===== config.mk =====
export PLATFORM = sky130hd
export DESIGN_NAME = tfc_sqrt
export DESIGN_NICKNAME = d
export VERILOG_FILES = /design/src/tfc_pkg.sv /design/src/tfc_sqrt.sv
export SDC_FILE = /design/constraint.sdc
export NUM_CORES = 2
export LEC_CHECK = 0
export ABC_AREA = 0
export BUFFER_PORTS_ARGS = -buffer_cell sky130_fd_sc_hd__clkbuf_2
export CAP_MARGIN = 10
export CORE_ASPECT_RATIO = 1.2
export CORE_MARGIN = 8
export CORE_UTILIZATION = 43
export DETAILED_ROUTE_END_ITERATION = 8
export GPL_ROUTABILITY_DRIVEN = 1
export PLACE_DENSITY_LB_ADDON = 0.08
export SETUP_SLACK_MARGIN = 0.02
export SYNTH_ARGS = -nofsm -noshare
export SYNTH_HDL_FRONTEND = slang
export SYNTH_SLANG_ARGS = --single-unit

===== constraint.sdc =====
create_clock -name clk_i -period 3.3 [get_ports clk_i]
set_clock_uncertainty 0.05 [all_clocks]
set_input_delay 0.33 -clock clk_i [delete_from_list [all_inputs] [get_ports clk_i]]
set_output_delay 0.33 -clock clk_i [all_outputs]
set_load 0.005 [all_outputs]

===== src/tfc_pkg.sv =====
`timescale 1ns / 1ps
// ----------------------------------------------------------------------------
// tfc_pkg
// Shared types, widths and constants of the tilt and flex-sensor conditioning
// block.
// ----------------------------------------------------------------------------
package tfc_pkg;

  // Field widths.
  localparam int ACCEL_W   = 16;
  localparam int ADC_W     = 10;
  localparam int PITCH_W   = 8;
  localparam int PERCENT_W = 7;

  // Configuration port.
  localparam int CFG_IDX_W = 2;

  typedef enum logic [CFG_IDX_W-1:0] {
    CFG_THROTTLE_LOW        = 2'd0,
    CFG_THROTTLE_HIGH       = 2'd1,
    CFG_DIRECTION_THRESHOLD = 2'd2
  } cfg_reg_e;

  localparam logic [ADC_W-1:0] THROTTLE_LOW_RST        = 10'd750;
  localparam logic [ADC_W-1:0] THROTTLE_HIGH_RST       = 10'd1023;
  localparam logic [ADC_W-1:0] DIRECTION_THRESHOLD_RST = 10'd800;

  // Pitch path.
  localparam int SQ_W        = 2 * ACCEL_W - 1;   // one squared axis
  localparam int SUM_W       = 2 * ACCEL_W;       // y*y + z*z
  localparam int ROOT_W      = SUM_W;             // sqrt of sum with 16 fraction bits
  localparam int SQRT_STEPS  = ROOT_W;            // one root bit per stage
  localparam int REM_W       = ROOT_W + 3;
  localparam int OPP_W       = ACCEL_W + 1;       // -x without overflow
  localparam int FRAC_BITS   = 16;
  localparam int XY_W        = ROOT_W + 4;
  localparam int Z_W         = 25;
  localparam int ATAN_W      = 23;
  localparam int CORDIC_STEPS = 20;
  localparam int ANGLE_GUARD = 64;
  localparam int PITCH_LIMIT = 90;
  localparam int DEG_W       = Z_W - FRAC_BITS;

  // atan(2^-i) in degrees with 16 fraction bits, rounded.
  localparam logic [ATAN_W-1:0] ATAN_DEG [32] = '{
    23'd2949120, 23'd1740967, 23'd919879, 23'd466945,
    23'd234379,  23'd117304,  23'd58666,  23'd29335,
    23'd14668,   23'd7334,    23'd3667,   23'd1833,
    23'd917,     23'd458,     23'd229,    23'd115,
    23'd57,      23'd29,      23'd14,     23'd7,
    23'd4,       23'd2,       23'd1,      23'd0,
    23'd0,       23'd0,       23'd0,      23'd0,
    23'd0,       23'd0,       23'd0,      23'd0
  };

  // Throttle path.
  localparam int THROTTLE_SPAN = 100;
  localparam int NUM_W         = 17;              // 1023 * 100 fits
  localparam int QUO_W         = PERCENT_W;       // quotient never exceeds 100
  localparam int FLEX_LAT      = 1 + QUO_W;

  // Register stages ahead of the output register on each path.
  localparam int PITCH_LAT = 2 + SQRT_STEPS + CORDIC_STEPS;
  localparam int FLEX_DLY  = PITCH_LAT - FLEX_LAT;

  // Sideband that travels with the pitch operands.
  typedef struct packed {
    logic [OPP_W-1:0] opp;   // -x, two's complement
    logic             zero;  // y and z both zero
  } side_t;

  // One stage of the throttle divider.
  typedef struct packed {
    logic [NUM_W-1:0] rem;
    logic [ADC_W-1:0] den;
    logic [QUO_W-1:0] quo;
    logic             en;
    logic             dir;
  } div_t;

  // Throttle and direction results on their way to the output register.
  typedef struct packed {
    logic [PERCENT_W-1:0] percent;
    logic                 forward;
  } flex_t;

endpackage


===== src/tfc_sqrt.sv =====
`timescale 1ns / 1ps
// ----------------------------------------------------------------------------
// tfc_sqrt
// Pipelined floor square root of (sum << 32), one root bit per stage.
// ----------------------------------------------------------------------------
module tfc_sqrt (
  input  logic                        clk_i,
  input  logic                        rst_ni,
  input  logic                        valid_i,
  input  logic [tfc_pkg::SUM_W-1:0]   sum_i,
  input  tfc_pkg::side_t              side_i,
  output logic                        valid_o,
  output logic [tfc_pkg::ROOT_W-1:0]  root_o,
  output tfc_pkg::side_t              side_o
);

  localparam int N = tfc_pkg::SQRT_STEPS;

  logic [N-1:0]                valid_q;
  logic [tfc_pkg::SUM_W-1:0]   rad_q  [N];
  logic [tfc_pkg::REM_W-1:0]   rem_q  [N];
  logic [tfc_pkg::ROOT_W-1:0]  root_q [N];
  tfc_pkg::side_t              side_q [N];

  for (genvar s = 0; s < N; s++) begin : g_stage
    logic                        valid_in;
    logic [tfc_pkg::SUM_W-1:0]   rad_in;
    logic [tfc_pkg::REM_W-1:0]   rem_in;
    logic [tfc_pkg::ROOT_W-1:0]  root_in;
    tfc_pkg::side_t              side_in;
    logic [tfc_pkg::REM_W-1:0]   rem_sh;
    logic [tfc_pkg::REM_W-1:0]   trial;
    logic                        take;

    if (s == 0) begin : g_first
      assign valid_in = valid_i;
      assign rad_in   = sum_i;
      assign rem_in   = '0;
      assign root_in  = '0;
      assign side_in  = side_i;
    end else begin : g_next
      assign valid_in = valid_q[s-1];
      assign rad_in   = rad_q[s-1];
      assign rem_in   = rem_q[s-1];
      assign root_in  = root_q[s-1];
      assign side_in  = side_q[s-1];
    end

    // The radicand's two next bits come off the top of the shifting sum; the
    // low 32 bits of the radicand are zero and shift in behind it.
    assign rem_sh = {rem_in[tfc_pkg::REM_W-3:0], rad_in[tfc_pkg::SUM_W-1 -: 2]};
    assign trial  = {1'b0, root_in, 2'b01};
    assign take   = (rem_sh >= trial);

    always_ff @(posedge clk_i or negedge rst_ni) begin
      if (!rst_ni) begin
        valid_q[s] <= 1'b0;
      end else begin
        valid_q[s] <= valid_in;
      end
    end

    always_ff @(posedge clk_i) begin
      rad_q[s]  <= rad_in << 2;
      rem_q[s]  <= take ? rem_sh - trial : rem_sh;
      root_q[s] <= {root_in[tfc_pkg::ROOT_W-2:0], take};
      side_q[s] <= side_in;
    end
  end

  assign valid_o = valid_q[N-1];
  assign root_o  = root_q[N-1];
  assign side_o  = side_q[N-1];

endmodule


# == After elaboration in Yosys (flattened, before gate mapping) ==
# Memories as Yosys holds them, arrays and structs flattened.
# Cells that the tools add are included.
# totals
ff_bits,32
latch_bits,0
ramBits,3680
mem_bits_ro,0
in_bits,53
elab_cells,132
mem_count,4
# op_classes
n_addsub,32
mul,0
div_mod_pow,0
magnitude_cmp,32
n_eq_ne,0
n_shift,0
muxes,32
bitwise,0
n_reduce_logical,0
# memory_table
name,depth,word_bits,read_ports,rd_clocked_by_memory_dff,wr,line,text
rem_q,32,35,31,0,32,tfc_sqrt.sv:21,logic [tfc_pkg::REM_W-1:0] rem_q [N];
root_q,32,32,32,0,32,tfc_sqrt.sv:22,logic [tfc_pkg::ROOT_W-1:0] root_q [N];
rad_q,32,30,31,0,32,tfc_sqrt.sv:20,logic [tfc_pkg::SUM_W-1:0] rad_q [N];
side_q,32,18,32,0,32,tfc_sqrt.sv:23,tfc_pkg::side_t side_q [N];
# ops
cell,n
35-bit two-way mux,32
35-bit by 34-bit greater-or-equal comparator with 1-bit output,31
35-bit by 34-bit subtractor with 35-bit output,31
"2-bit by 1-bit subtractor with 3-bit output, second input constant",1
"2-bit by 1-bit greater-or-equal comparator with 1-bit output, second input constant",1

# == Logic depth before layout (Yosys ltp) ==
# An unclocked memory read counts as a cell.
# logic_depth
ltp_word,3
depth_mapped,15
mapped_depth_nobuf,14

# == Worst setup path before layout ==
# OpenSTA, ideal clock, no wires.
# synth_timing
path_kind,register to register
from,mem root_q[16][1] (netlist bit)
to,mem rem_q[1][58] (netlist bit)
arrival_time_ns,3.024
t_required_ns,3.132
slack_ns,0.107
stages_incl_launch_ff,13
path_buffers,0
period_less_slack_ns,3.193
cell_sequence,dfxtp_1 inv_1 ha_1 a21o_1 a21o_1 a21oi_1 o21ai_1 a31oi_1 o21ai_1 a2111oi_2 a2111oi_0 or3b_1 xnor2_1
# synth_rtl
item,line
start: declaration,tfc_sqrt.sv:22
end: declaration,tfc_sqrt.sv:21

==> flow_summary_export.csv <==
group,metric,value,unit
synth,ys_ff_latch,2335,
final_layout,finish.utilization,51.90,%
synth,syn_inst,8373,
place,place.gp.congestion,0.8541,
setup_path,crit_chain,"inv_2 -> ha_4 -> nor2b_1 -> o21ai_1 -> a21oi_2 -> or4_4 -> a41o_1 -> o41a_1 -> a221o_1 -> a31o_4 -> nor4_2 -> xor2_1",
setup_path,worstPathRequired,4.04,ns
floorplanning,die-height,503.7,um
final_layout,design_area,0.1025,mm2
setup_path,worst_path_max_delay_cell,"or4_4",
global_routing,grt_use_total,16.14,%
setup_path,cp-end-kind,"flop",
routing,dr_total_vias,57970,
clock_tree,cts-root-buf,"clkbuf_16",
floorplanning,die_w,422.4,um
sta,tightest_slew,0.9869,ns
place,dp_hpwl,133600,um
power_and_ir_drop,switchingPower,20970,uW
synth,avgSynthCellArea,10.18,um2
routing,drc,0,
routing,drt-initial-drc-count,2571,
sta,max_slew_margin,33.51,%
routing,dr.pass1.iters,7,
synth,yosysSeqAreaShare,55.04,%
routing,finalWirelength,177700,um
floorplanning,die-area,0.2128,mm2
final_layout,area_growth,20.31,%
setup_path,cp_top_family,"compound AO/OA/AOI/OAI gates",
synth,synth_edf_count,0,
power_and_ir_drop,combPwrFrac,16.5,%
global_routing,overflow,0,
routing,vias_per_cell,4.877,
setup_path,critPathLaunchType,"flop",
clock_tree,tritoncts,"built",
place,io_buffers,103,
synth,async_flop_share,1.370,%
global_routing,grt_max_degree,47,
sta,fin_crit_sh,97.54,%
power_and_ir_drop,ir_worst_vdd,0.5727,mV
routing,wire_per_inst,14.95,um
sta,fmax,0.3107,GHz
synth,synth_area_leaders,"dfxtp_1, ha_1, xor2_1, xnor2_1, inv_1",
synth,yosysWarningCount,0,
setup_path,max_stage_delay,0.42,ns
sta,grt_setup_unrepaired,"true",
clock_tree,cts_made_buffers,224,
final_layout,fillers,17910,
worst_hold_path,hold_path_class,"input pin to flop",
sta,slew_violations,0,
global_routing,grt_antenna_before_repair,1,
routing,ant_nets,0,
floorplanning,rows,179,
floorplanning,initial_core_util,43.14,%
sta,finalCriticalPeriod,3.219,ns
synth,synth_top_area_share,54.10,%
power_and_ir_drop,p_clk_share,36.6,%
status,status,"complete, no violations",
global_routing,grt_pass1_vias,58560,
power_and_ir_drop,p_int,55380,uW
synth,synth_largest_area_cell,"dfxtp_1",
power_and_ir_drop,p_leak,0.04838,uW
synth,yosysUniqueCellTypes,89,
power_and_ir_drop,power.density,744.7,mW/mm2
setup_path,arrival,3.96,ns
job,max_cap_viol_count,0,
clock_tree,clk_latency,0.88,ns
setup_path,crit_buf_inv,1,
clock_tree,htreeDepth,4,
sta,hold_viol,0,
final_layout,drive_gt1_share,13.52,%
floorplanning,ios,104,
floorplanning,core,0.1975,mm2
place,placed_area,0.09149,mm2
synth,synth_area,0.08522,mm2
final_layout,layout.nets,9658,
power_and_ir_drop,swShare,27.46,%
clock_tree,clk_transition_reported_paths,0.06,ns
power_and_ir_drop,seq_power_share,46.9,%
clock_tree,ctsLongestPathBuffers,3,
global_routing,grt_pass1_wl,288200,um
clock_tree,cts.sinks,2335,
synth,synthFlopType,"dfxtp_1",
setup_path,critPathMaxFanout,6,
sta,setup_viol,0,
setup_path,crit_type,"flop to flop",
synth,syn-num-nets,8971,
## stage by stage
step           worst slack (ns)  total power (uW)  instances  hold WS, ns  setup TNS (ns)
2_1_floorplan            0.1074             43890       8373     -0.01559               0
3_3_place_gp            -0.2487             48270      11330       0.2595          -8.158
3_5_place_dp            -0.2374             48390      11330       0.2621          -10.78
4_1_cts                0.009431             77030      11860      0.04444               0
5_1_grt                -0.05953             80590      11890      0.07850         -0.1932
6_report                0.08124             76350      11890       0.1110               0
## cell usage in the layout (no fill, tap or decap), drive strengths merged, types with 32 or more instances in the layout
cell,n
dfrtp,32
nand2,634
nand3,133
buf,396
dfxtp,2303
xnor2,376
clkbuf,403
a21o,211
ha,530
nor4,88
nand4,52
o21a,90
mux2,50
inv,722
o31ai,61
a21oi,451
or4,57
or3,98
nor3,205
xor2,388
and3,58
bufinv,40
nor2,480
or2,44
nand2b,98
a31oi,41
o21ai,504
clkinv,65
o21bai,45
dlygate4sd3,101
nor2b,97
a211oi,49
## worst paths after layout
kind	startpoint	endpoint	slack [ns]	depth (start not counted)
hold / removal	side_i[13]	side_q[0][13]	0.11	2
hold reg to reg	side_q[1][80]	side_q[1][98]	0.26	0
max in group asynchronous	rst_ni	g_stage[1].valid_in	2.58	4
setup / recovery	root_q[14][0]	rem_q[0][557]	0.08	12
setup reg to reg	root_q[14][0]	rem_q[0][557]	0.08	12
min in group asynchronous	rst_ni	g_stage[12].valid_in	0.45	4
## worst register-to-register path, delay by kind of cell, from the launching register on
kind	cells	cell delay [ns]
AO/OA/AOI/OAI	6	1.65
XOR/XNOR	1	0.17
adder cells (fa/ha/maj)	1	0.20
buffers and inverters	1	0.04
flip-flops	1	0.33
AND/OR/NAND/NOR	3	0.72
## layout make-up
cell class	instances	area, um2	share of cell area (%)
clock inverter	136	2116	2.064
timing repair buffer	608	4900	4.779
tap	2624	3283	3.202
antenna	1	2.502	0.002441
inverter	714	2684	2.618
multi-input combinational	5177	36310	35.42
sequential	2335	46930	45.77
clock buffer	292	6302	6.147
## synth_stat cells, types with 32 or more instances
master / instances
nand2b_1: 98
a21oi_1: 451
o21ai_0: 470
nor2b_1: 97
dfrtp_1: 32
mux2_2: 50
nand2_1: 634
and3_1: 58
a21o_1: 211
o21ai_1: 34
or3_1: 96
inv_1: 708
a31oi_1: 41
xor2_1: 388
nand4_1: 52
nor4_1: 86
ha_1: 530
clkbuf_1: 136
o31ai_1: 61
dfxtp_1: 2303
nor2_1: 479
a211oi_1: 49
nand3_1: 133
xnor2_1: 376
nor3_1: 204
o21bai_1: 45
o21a_1: 90
or2_2: 38
or4_1: 56
## state kept, by name, indices dropped and copies added, names as in the netlist
signal,cells
valid_o,1
side_q,576
root_q,528
g_stage.valid_in,31
rad_q,240
rem_q,959
## power groups by stage
stage                     combinational, uW  sequential [uW]  clock, uW
after floorplan                        8760            35100          0
after global placement                11900            36400          0
after detailed placement              12000            36300          0
after CTS                             12300            35800      29000
after global routing                  14200            36300      30100
final                                 12600            35800      27900
## metal layers
layer	GRT usage (%)	vias up	share of wire (%)
met5	0	-	0
met4	6.406	0	4.0
met3	2.789	419	3.4
met2	30.71	860	51
met1	17.74	26910	41
li1	-	29770	-
## cell families (layout without fill, tap and decap cells)
kind of cell             count (synthesis)  in the layout  synth area share (%)
AND/OR/NAND/NOR                       2146           2147                 12.31
buffers and inverters                  862           1750                 3.807
XOR/XNOR                               764            764                 7.852
adder cells (fa/ha/maj)                545            545                 8.133
other                                    1              2              0.004400
flip-flops                            2335           2335                 55.04
AO/OA/AOI/OAI                         1663           1663                 12.11
multiplexers                            57             57                0.7429
## repair_timing
| action | 4_1_cts | 5_1_grt |
|---|---|---|
| pin swaps | 14 | 75 |
| buffers inserted | 5 | 19 |
| gates cloned | 1 | 8 |
| hold buffers | 102 | 0 |
| endpoints found under the setup margin | 129 | 393 |
| hold endpoints to repair | 84 | 0 |
| gates resized for setup | 49 | 244 |
Power figures use the tool's default switching activity.
