[config.mk]
export PLATFORM = sky130hd
export DESIGN_NAME = tfc_flex
export DESIGN_NICKNAME = d
export VERILOG_FILES = /design/src/tfc_pkg.sv /design/src/tfc_flex.sv
export SDC_FILE = /design/constraint.sdc
export NUM_CORES = 1
export LEC_CHECK = 0
export BUFFER_PORTS_ARGS = -buffer_cell sky130_fd_sc_hd__buf_2
export CAP_MARGIN = 20
export CORE_MARGIN = 1.5
export CORE_UTILIZATION = 35
export CTS_CLUSTER_SIZE = 16
export DETAILED_ROUTE_END_ITERATION = 8
export PLACE_DENSITY = 0.62
export SETUP_SLACK_MARGIN = 0.5
export SLEW_MARGIN = 10
export SYNTH_ARGS = -nofsm -noshare
export SYNTH_HDL_FRONTEND = slang
export SYNTH_SLANG_ARGS = --single-unit
[constraint.sdc]
create_clock -name clk_i -period 11.13 [get_ports clk_i]
set_input_delay 1.6695 -clock clk_i [delete_from_list [all_inputs] [get_ports clk_i]]
set_output_delay 1.6695 -clock clk_i [all_outputs]
set_load 0.01 [all_outputs]
[src/tfc_pkg.sv]
`timescale 1ns / 1ps
// ----------------------------------------------------------------------------
// tfc_pkg
// Shared types, widths and constants of the tilt and flex-sensor conditioning
// block.
// ----------------------------------------------------------------------------
package tfc_pkg;

  // Field widths.
  localparam int ACCEL_W   = 16;
  localparam int ADC_W     = 10;
  localparam int PITCH_W   = 8;
  localparam int PERCENT_W = 7;

  // Configuration port.
  localparam int CFG_IDX_W = 2;

  typedef enum logic [CFG_IDX_W-1:0] {
    CFG_THROTTLE_LOW        = 2'd0,
    CFG_THROTTLE_HIGH       = 2'd1,
    CFG_DIRECTION_THRESHOLD = 2'd2
  } cfg_reg_e;

  localparam logic [ADC_W-1:0] THROTTLE_LOW_RST        = 10'd750;
  localparam logic [ADC_W-1:0] THROTTLE_HIGH_RST       = 10'd1023;
  localparam logic [ADC_W-1:0] DIRECTION_THRESHOLD_RST = 10'd800;

  // Pitch path.
  localparam int SQ_W        = 2 * ACCEL_W - 1;   // one squared axis
  localparam int SUM_W       = 2 * ACCEL_W;       // y*y + z*z
  localparam int ROOT_W      = SUM_W;             // sqrt of sum with 16 fraction bits
  localparam int SQRT_STEPS  = ROOT_W;            // one root bit per stage
  localparam int REM_W       = ROOT_W + 3;
  localparam int OPP_W       = ACCEL_W + 1;       // -x without overflow
  localparam int FRAC_BITS   = 16;
  localparam int XY_W        = ROOT_W + 4;
  localparam int Z_W         = 25;
  localparam int ATAN_W      = 23;
  localparam int CORDIC_STEPS = 20;
  localparam int ANGLE_GUARD = 64;
  localparam int PITCH_LIMIT = 90;
  localparam int DEG_W       = Z_W - FRAC_BITS;

  // atan(2^-i) in degrees with 16 fraction bits, rounded.
  localparam logic [ATAN_W-1:0] ATAN_DEG [32] = '{
    23'd2949120, 23'd1740967, 23'd919879, 23'd466945,
    23'd234379,  23'd117304,  23'd58666,  23'd29335,
    23'd14668,   23'd7334,    23'd3667,   23'd1833,
    23'd917,     23'd458,     23'd229,    23'd115,
    23'd57,      23'd29,      23'd14,     23'd7,
    23'd4,       23'd2,       23'd1,      23'd0,
    23'd0,       23'd0,       23'd0,      23'd0,
    23'd0,       23'd0,       23'd0,      23'd0
  };

  // Throttle path.
  localparam int THROTTLE_SPAN = 100;
  localparam int NUM_W         = 17;              // 1023 * 100 fits
  localparam int QUO_W         = PERCENT_W;       // quotient never exceeds 100
  localparam int FLEX_LAT      = 1 + QUO_W;

  // Register stages ahead of the output register on each path.
  localparam int PITCH_LAT = 2 + SQRT_STEPS + CORDIC_STEPS;
  localparam int FLEX_DLY  = PITCH_LAT - FLEX_LAT;

  // Sideband that travels with the pitch operands.
  typedef struct packed {
    logic [OPP_W-1:0] opp;   // -x, two's complement
    logic             zero;  // y and z both zero
  } side_t;

  // One stage of the throttle divider.
  typedef struct packed {
    logic [NUM_W-1:0] rem;
    logic [ADC_W-1:0] den;
    logic [QUO_W-1:0] quo;
    logic             en;
    logic             dir;
  } div_t;

  // Throttle and direction results on their way to the output register.
  typedef struct packed {
    logic [PERCENT_W-1:0] percent;
    logic                 forward;
  } flex_t;

endpackage

[src/tfc_flex.sv]
`timescale 1ns / 1ps
// ----------------------------------------------------------------------------
// tfc_flex
// Throttle clamp, linear map to percent by a pipelined restoring divider, and
// the direction threshold compare.
// ----------------------------------------------------------------------------
module tfc_flex (
  input  logic                          clk_i,
  input  logic [tfc_pkg::ADC_W-1:0]     throttle_sample_i,
  input  logic [tfc_pkg::ADC_W-1:0]     direction_sample_i,
  input  logic [tfc_pkg::ADC_W-1:0]     throttle_low_i,
  input  logic [tfc_pkg::ADC_W-1:0]     throttle_high_i,
  input  logic [tfc_pkg::ADC_W-1:0]     direction_threshold_i,
  output tfc_pkg::flex_t                flex_o
);

  localparam int N = tfc_pkg::QUO_W;

  logic [tfc_pkg::ADC_W-1:0] t_hi;
  logic [tfc_pkg::ADC_W-1:0] t_clamp;
  logic [tfc_pkg::ADC_W-1:0] t_diff;
  tfc_pkg::div_t             prep_d;
  tfc_pkg::div_t             prep_q;
  tfc_pkg::div_t             div_q [N];

  // Upper bound first, then lower bound, so a reversed window settles on low.
  always_comb begin
    t_hi    = (throttle_sample_i > throttle_high_i) ? throttle_high_i : throttle_sample_i;
    t_clamp = (t_hi < throttle_low_i) ? throttle_low_i : t_hi;
    t_diff  = t_clamp - throttle_low_i;
    prep_d.rem = tfc_pkg::NUM_W'(t_diff) * tfc_pkg::NUM_W'(tfc_pkg::THROTTLE_SPAN);
    prep_d.den = throttle_high_i - throttle_low_i;
    prep_d.quo = '0;
    prep_d.en  = (throttle_high_i > throttle_low_i);
    prep_d.dir = (direction_sample_i < direction_threshold_i);
  end

  always_ff @(posedge clk_i) begin
    prep_q <= prep_d;
  end

  // The numerator never exceeds 100 times the divisor, so seven quotient bits
  // cover it.
  for (genvar j = 0; j < N; j++) begin : g_div
    localparam int K = N - 1 - j;
    tfc_pkg::div_t              cur;
    tfc_pkg::div_t              nxt;
    logic [tfc_pkg::NUM_W-1:0]  dsh;

    if (j == 0) begin : g_first
      assign cur = prep_q;
    end else begin : g_next
      assign cur = div_q[j-1];
    end

    always_comb begin
      dsh = tfc_pkg::NUM_W'(cur.den) << K;
      nxt = cur;
      if (cur.rem >= dsh) begin
        nxt.rem = cur.rem - dsh;
        nxt.quo = cur.quo | (tfc_pkg::QUO_W'(1) << K);
      end
    end

    always_ff @(posedge clk_i) begin
      div_q[j] <= nxt;
    end
  end

  always_comb begin
    flex_o.percent = div_q[N-1].en
                   ? tfc_pkg::PERCENT_W'(tfc_pkg::THROTTLE_SPAN) - div_q[N-1].quo
                   : tfc_pkg::PERCENT_W'(tfc_pkg::THROTTLE_SPAN);
    flex_o.forward = div_q[N-1].dir;
  end

endmodule

==> Word-level counts from Yosys, hierarchy flattened <==
Memories as Yosys holds them, arrays and structs flattened.
Index checks and enable logic that the tools add are counted.
{ "word_totals": {"memories": 1, "inputBits": 51, "register_bits": 27, "out_inout_bits": 8, "ram_bits": 252} }
{ "op_classes": {"muxes": 17, "order_cmp": 11, "multipliers": 1, "add_sub_neg": 10} }
{ "memory_table": {"columns": ["name", "words", "word_bits", "read_ports", "rd_clocked_by_memory_dff", "write_ports", "line", "rtl"], "rows": [
  ["div_q", 7, 36, 7, 0, 7, "tfc_flex.sv:24", "tfc_pkg::div_t div_q [N];"]
]} }
{ "op_table": {"columns": ["op", "n"], "rows": [
  ["two-way mux 17 bit", 7],
  ["> comparator 10 bit", 2],
  ["< comparator 10 bit", 2],
  ["two-way mux 10 bit", 2],
  ["subtractor 10 bit", 2],
  [">= comparator 17 x 10 -> 1 bit", 1],
  [">= comparator 17 x 11 -> 1 bit", 1],
  [">= comparator 17 x 12 -> 1 bit", 1],
  [">= comparator 17 x 13 -> 1 bit", 1],
  [">= comparator 17 x 14 -> 1 bit", 1],
  [">= comparator 17 x 15 -> 1 bit", 1],
  [">= comparator 17 x 16 -> 1 bit", 1],
  ["subtractor 17 x 10 -> 17 bit", 1],
  ["subtractor 17 x 11 -> 17 bit", 1],
  ["subtractor 17 x 12 -> 17 bit", 1],
  ["subtractor 17 x 13 -> 17 bit", 1],
  ["subtractor 17 x 14 -> 17 bit", 1],
  ["subtractor 17 x 15 -> 17 bit", 1],
  ["subtractor 17 x 16 -> 17 bit", 1],
  ["multiplier 10 x 5 -> 15 bit (second input constant)", 1],
  ["two-way mux 7 bit", 2],
  ["subtractor 7 bit (first input constant)", 1],
  ["two-way mux 6 bit", 1],
  ["two-way mux 5 bit", 1],
  ["4 further kinds", 4]
]} }

==> Logic depth before layout (Yosys ltp) <==
Gate-level depths: netlist of the first run.
{ "depth": {"word_depth": 6, "ltp_mapped": 36, "ltp_nobuf": 35} }

==> Worst setup path after synthesis of the first run <==
No wires, ideal clock.
{ "synth_path": {"kind": "input -> register", "from": "in throttle_high_i[4] (netlist bit)", "to": "reg prep_q, in the netlist g_div[0].cur[34]", "slack_ps": 2677, "required_time_ps": 11065, "stages": 32, "setup_ps": 65, "t_arrival_ps": 8388, "path_cell_list": "inv_1 > ha_1 > a21oi_1 > a21boi_0 > o31ai_1 > a21o_1 > clkbuf_1 > o21ai_0 > ha_1 > nand4_1 > or3_1 > a21oi_1 > or3b_1 > nand2_2 > mux2_2 > ha_1 > nor2b_1 > o21ai_0 > a21boi_0 > o21ai_0 > nor2b_1 > xnor2_1 > ha_1 > ha_1 > inv_1 > fa_1 > inv_1 > ha_1 > a21oi_1 > o21ai_0 > or4b_1 > nand4b_1"} }
{ "synth_lines": {"columns": ["item", "line", "rtl"], "rows": [
  ["from (decl)", "tfc_flex.sv:12", "input logic [tfc_pkg::ADC_W-1:0] throttle_high_i,"],
  ["to (signal assigned)", "tfc_flex.sv:39", "prep_q <= prep_d;"],
  ["to (decl)", "tfc_flex.sv:23", "tfc_pkg::div_t prep_q;"]
]} }

==> results_dict.tcl, run 1 <==
set metrics [dict create \
    synth-seq-cells 220 \
    path_delay_family "compound AO/OA/AOI/OAI gates" \
    postCtsSetupBuffers 0 \
    r2r_start "div_q[4][21]$_DFF_P_" \
    io_buffers 58 \
    row_count 65 \
    power_density_nw_per_um2 343 \
    die_w_microns 183 \
    worstPathArrival_ps 9360 \
    p_leak_nw 6.19 \
    synth_area_per_cell_sq_um 9.42 \
    ys_types 74 \
    initial_core_util 0.357 \
    hold_depth 0 \
    whs_endpoint "div_q[0][1]$_DFF_P_" \
    finalHoldViolCount 0 \
    skew_ps 17.6 \
    fin_crit_sh 0.801 \
    cp.required_ps 11580 \
    diodes 0 \
    grt_overflow_total 0 \
    holdCritPathClass "reg -> reg" \
    boundaryPins 59 \
    grt.total_usage 0.135 \
    clock-root-buffer "clkbuf_16" \
    synth_top_area_cell "dfxtp_1" \
    drc 0 \
    drive_above_1_share 0.111 \
    die_h_microns 183 \
    cp-end-kind "flop" \
    grt_pass1_wl_mm 37.5 \
    crit_top_cell "ha_1" \
    fin_tns_setup_ps 0 \
    ys_warn_count 0 \
    core_sq_um 31800 \
    drt_iter0_drc 252 \
    cts-htree-levels 1 \
    worstMarginPinSlew_ps 894 \
    whs_ps 320 \
    wirelength_mm 22.6 \
    hpwl_mm 18.4 \
    clockBufferDepth 3 \
    drtPass1Iterations 4 \
    clk_pin_slew_ps 60 \
    area_growth_pct 14.4 \
    maxSlewHeadroom 0.404 \
    min_period_ps 8910 \
    rsz0062_at_grt "no" \
    via_count 8235 \
    syn_area_sq_um 11400 \
    finalSetupViolCount 0 \
    critPathLaunch "throttle_high_i[4]" \
    async_reset_ff_frac 0 \
    min-delay-start "g_div[0].cur[1]$_DFF_P_" \
    ys.flop_type "dfxtp_1" \
    yosys-top-cells-area "dfxtp_1 39%, ha_1 17%, inv_1 5.1%" \
    vdd_drop_max_uv 410 \
    cts_sinks 220 \
    grt_start_max_net_pins 23 \
    dieArea_sq_um 33600 \
    worstSetupPathType "in -> reg" \
    final_cells 1736 \
    clkLatencyLatePin_ps 520 \
    final.fill_count 3136 \
    synth_top_area_share 0.387 \
    viasPerCell 4.74 \
    synth-edff-count 0 \
    r2r_setup_slack_ps 8340 \
    syn_inst 1207 \
    cpPeakStageDelay_ps 530 \
    slew_violations 0 \
    r2r_cells 8 \
    antenna_found_initial 0 \
    r2r-end "div_q[5][24]$_DFF_P_" \
    fin_nets 1498 \
    critPathLaunchType "input pin" \
    gp_congestion 0.904 \
    wire_per_inst_microns 13.0 \
    cts_tree "yes" \
    cts-buffers-inserted 25 \
    synth_nets 1422 \
    ant_nets 0 \
    outcome "complete, no violations" \
    dp_cells 1690 \
    hold_buffers 0 \
    fmax_mhz 112 \
    drv_cap 0 \
    cp_slowest_cell "a21o_1" \
    path_max_fanout 21 \
    synth_seq_area_share 0.387 \
    cp_num_buf_inv 4 \
    grt_pass1_vias 8270 \
    ctsResizeCount 0 \
]
## cell usage after synthesis, types with 8 or more instances
master,count
nand2b_1,15
fa_1,13
a21o_1,30
nor2_1,64
a21oi_1,77
o21ai_0,69
ha_1,151
xor2_1,28
nor3_1,19
nor2b_1,23
nor4_1,13
mux2_2,24
dfxtp_1,220
and3_1,8
nand2_1,71
nand4_1,19
inv_1,154
or3_1,8
o21a_1,21
xnor2_1,46
nand3_1,13
## cells by family (layout without fill, tap and decap cells)
logic type / Yosys count / count (layout) / share of synthesized area
AND/OR/NAND/NOR: 281 / 281 / 0.126
AO/OA/AOI/OAI: 270 / 270 / 0.150
flip-flops: 220 / 220 / 0.387
buffers and inverters: 165 / 259 / 0.0573
adder cells (fa/ha/maj): 164 / 164 / 0.189
XOR/XNOR: 74 / 74 / 0.0570
multiplexers: 33 / 33 / 0.0328
## how the worst max path moves through the flow
stage | cells past startpoint | to
after floorplan | 32 | g_div[0].cur[34]$_DFF_P_
after global placement | 32 | g_div[0].cur[34]$_DFF_P_
after detailed placement | 33 | g_div[0].cur[34]$_DFF_P_
after CTS | 33 | g_div[0].cur[34]$_DFF_P_
after global routing | 33 | g_div[0].cur[34]$_DFF_P_
final | 32 | g_div[0].cur[34]$_DFF_P_
## report_power, final
part / switching, mW / internal [mW] / leakage [nW]
clock network: 0.314 / 0.516 / 0.432
registers: 0.171 / 1.12 / 1.85
logic: 1.26 / 1.07 / 3.90
## worst reg2reg max path: stages, from the launching register on
cell and delay, ps:
dfxtp_1 360, inv_1 60, fa_1 410, nor2b_1 130, o21a_1 140, o21ai_1 110
a21oi_1 240, a311o_1 800, mux2_2 420
## layout by cell type, fill, tap and decap left out, types with 4 or more instances in the layout
cell type    n
a211oi_1     6
a21boi_0     6
a21o_1      30
a21oi_1     77
a31oi_1      6
and2_1       5
and3_1       8
buf_2       58
clkbuf_16   25
clkbuf_8     5
clkinv_2     6
dfxtp_1    220
fa_1        13
ha_1       151
inv_1      154
mux2_2      24
mux2i_1      5
nand2_1     71
nand2b_1    15
nand3_1     13
nand4_1     19
nand4b_1     4
nor2_1      64
nor2b_1     23
nor3_1      19
nor4_1      13
o211ai_1     4
o21a_1      21
o21ai_0     69
o21ai_1      4
o21bai_1     5
o22ai_1      5
o31ai_1      6
or3_1        8
xnor2_1     46
xor2_1      28
## stage by stage
step           instance area [sq um]  worst slack [ps]   util  total power, mW
6_report                       13000              2220  0.409             4.46
5_1_grt                        13000              1460  0.409             4.86
4_1_cts                        13000              2250  0.409             4.49
3_5_place_dp                   12100              1760  0.382             3.63
3_3_place_gp                   12100              2020  0.382             3.57
2_1_floorplan                  11400              2680      -             3.12
## area by class of cell
type / instances / area (sq um) / share of cell area
multi-input combinational: 822 / 6310 / 0.485
inverter: 154 / 578 / 0.0444
tap: 435 / 544 / 0.0419
timing repair buffer: 60 / 305 / 0.0235
clock buffer: 31 / 698 / 0.0537
clock inverter: 14 / 164 / 0.0126
sequential: 220 / 4400 / 0.339
## flip-flops by register name, summed over array words and instances (netlist names)
register / count
g_div.cur: 27
div_q: 193
## metal layers
metal,track usage,share of wire
met1,0.147,0.42
met3,0.0171,0.030
met5,0,0
met4,0.0603,0.039
met2,0.260,0.51
(Power assumes the default switching activity.)
==> run 2, diff against run 1 <==
==> constraint.sdc (replaced) <==
create_clock -name clk_i -period 9.24 [get_ports clk_i]
set_input_delay 1.386 -clock clk_i [delete_from_list [all_inputs] [get_ports clk_i]]
set_output_delay 1.386 -clock clk_i [all_outputs]
set_load 0.01 [all_outputs]
==> run 2 against run 1 <==
Compared with the run above:
- setup slack got worse by 1200 ps
- die area stayed put
- first-iteration DRC count decreased by 4.4%
- flip-flop and latch count unchanged
- clock power up 15%
- count of clock-buffer cells in the layout rose by 1
- design area grew 0.38%
- routed wire length up 0.41%
- combinational power grew 21%
- largest cell class unchanged
- largest power group unchanged
==> results_dict.tcl, run 2 (synthesis gave the netlist of run 1 again) <==
set metrics [dict create \
    largest_reg_flops 193 \
    crit_top_cell "ha_1" \
    whs_endpoint "div_q[5][6]$_DFF_P_" \
    min-delay-start "div_q[4][6]$_DFF_P_" \
    diodes 0 \
    fin_tns_setup_ps 0 \
    clk_pin_slew_ps 60 \
    cp.required_ps 9690 \
    cts-htree-levels 1 \
    ant_nets 0 \
    die_h_microns 183 \
    wirelength_mm 22.7 \
    path_max_fanout 8 \
    netSwitchingPower_mw 2.12 \
    hpwl_mm 18.3 \
    cts_sinks 220 \
    clock-root-buffer "clkbuf_16" \
    critPathLaunchType "input pin" \
    grt.total_usage 0.136 \
    hold_depth 0 \
    p_int_mw 3.23 \
    final_cells 1743 \
    outcome "complete, no violations" \
    r2r_setup_slack_ps 6420 \
    grt_pass1_wl_mm 37.6 \
    r2r_start "div_q[4][21]$_DFF_P_" \
    core_sq_um 31800 \
    worstPathArrival_ps 8660 \
    cp-end-kind "flop" \
    clockBufferDepth 3 \
    antenna_found_initial 0 \
    grt_start_max_net_pins 23 \
    finalHoldViolCount 0 \
    drive_above_1_share 0.119 \
    initial_core_util 0.357 \
    power_density_nw_per_um2 410 \
    grt_pass1_vias 8318 \
    area_growth_pct 14.8 \
    gp_congestion 0.904 \
    layout_common_cells "220 x dfxtp_1, 154 x inv_1, 151 x ha_1, 76 x a21oi_1, 71 x nand2_1" \
    cpPeakStageDelay_ps 510 \
    skew_ps 11.7 \
    regMostFlops "div_q" \
    worstMarginPinSlew_ps 890 \
    io_buffers 58 \
    viasPerCell 4.78 \
    r2r_cells 8 \
    cts-buffers-inserted 25 \
    pwr-share-comb 0.531 \
    fmax_mhz 122 \
    boundaryPins 59 \
    clkLatencyLatePin_ps 530 \
    dieArea_sq_um 33600 \
    dp_cells 1690 \
    fin_crit_sh 0.889 \
    via_count 8339 \
    drv_cap 0 \
    drtPass1Iterations 5 \
    final.fill_count 3122 \
    drt_iter0_drc 241 \
    mostFrequentLayoutCell "dfxtp_1" \
    r2r-end "div_q[5][24]$_DFF_P_" \
    row_count 65 \
    die_w_microns 183 \
    drc 0 \
    setup_ws_ps 1030 \
    fin_nets 1504 \
    rsz0062_at_grt "no" \
    p_leak_nw 6.21 \
    cp_slowest_cell "or4b_1" \
    cts_tree "yes" \
    finalSetupViolCount 0 \
    pre_cts_slack_ps 117 \
    p_seq_frac 0.290 \
    grt_overflow_total 0 \
    worstSetupPathType "in -> reg" \
    vdd_drop_max_uv 488 \
    slew_violations 0 \
    wire_per_inst_microns 13.0 \
    swShare 0.396 \
    p_clk_frac 0.179 \
    holdCritPathClass "reg -> reg" \
    min_period_ps 8210 \
    maxSlewHeadroom 0.407 \
]
-- run 2: changes by cell type in the layout (fill, tap and decap cells not counted), sizes merged --
cell	change
a21o	+1
buf	+5
bufinv	-2
clkbuf	+1
clkinv	+2
-- run 2: worst max-delay path by stage --
| stage | start | to | depth (start not counted) |
|---|---|---|---|
| after floorplan | throttle_high_i[4] | g_div[0].cur[34]$_DFF_P_ | 32 |
| after global placement | throttle_high_i[4] | g_div[0].cur[34]$_DFF_P_ | 32 |
| after detailed placement | throttle_high_i[4] | g_div[0].cur[34]$_DFF_P_ | 33 |
| after CTS | throttle_high_i[4] | g_div[0].cur[34]$_DFF_P_ | 33 |
| after global routing | throttle_high_i[4] | g_div[0].cur[35]$_DFF_P_ | 34 |
| final | throttle_high_i[4] | g_div[0].cur[34]$_DFF_P_ | 33 |
-- run 2: through the flow --
stage	util	power [mW]	cell area [sq um]	hold WS, ps
after floorplan	-	3.75	11400	310
after detailed placement	0.382	4.37	12100	312
final	0.411	5.35	13100	323
after global routing	0.411	5.85	13100	328
after CTS	0.408	5.36	13000	325
after global placement	0.382	4.30	12100	311
-- run 2: power groups by stage --
stage          Combinational (mW)  Clock, mW  Sequential, mW
6_report                     2.84      0.957            1.55
5_1_grt                      3.23       1.03            1.59
4_1_cts                      2.82      0.988            1.56
3_5_place_dp                 2.79          0            1.57
3_3_place_gp                 2.73          0            1.57
2_1_floorplan                2.26          0            1.49
-- run 2: final cells by class --
class | count | area, sq um | area share
clock inverters | 14 | 125 | 0.00958
inverters | 154 | 578 | 0.0443
clock buffers | 32 | 712 | 0.0545
repair buffers | 65 | 347 | 0.0265
multi-input cells | 823 | 6340 | 0.486
well taps | 435 | 544 | 0.0417
flip-flops and latches | 220 | 4400 | 0.337
-- run 2: timing repair --
item	in CTS	in global routing
resized for setup	0	11
setup buffers	0	5
endpoints found under the setup margin	0	5
hold buffers	0	0
-- run 2: metal layers --
metal	vias to the layer above	routed length [microns]	track usage
li1	4347	-	-
met3	57	821	0.0220
met4	0	776	0.0590
met2	159	11600	0.260
met1	3776	9520	0.145
met5	-	0	0
-- run 2: critical path: cells and delay by family --
kind / cells / cell delay, ps
adder cells (fa/ha/maj): 7 / 2300
AO/OA/AOI/OAI: 11 / 2010
XOR/XNOR: 1 / 210
AND/OR/NAND/NOR: 8 / 2040
multiplexers: 1 / 380
buffers and inverters: 5 / 360
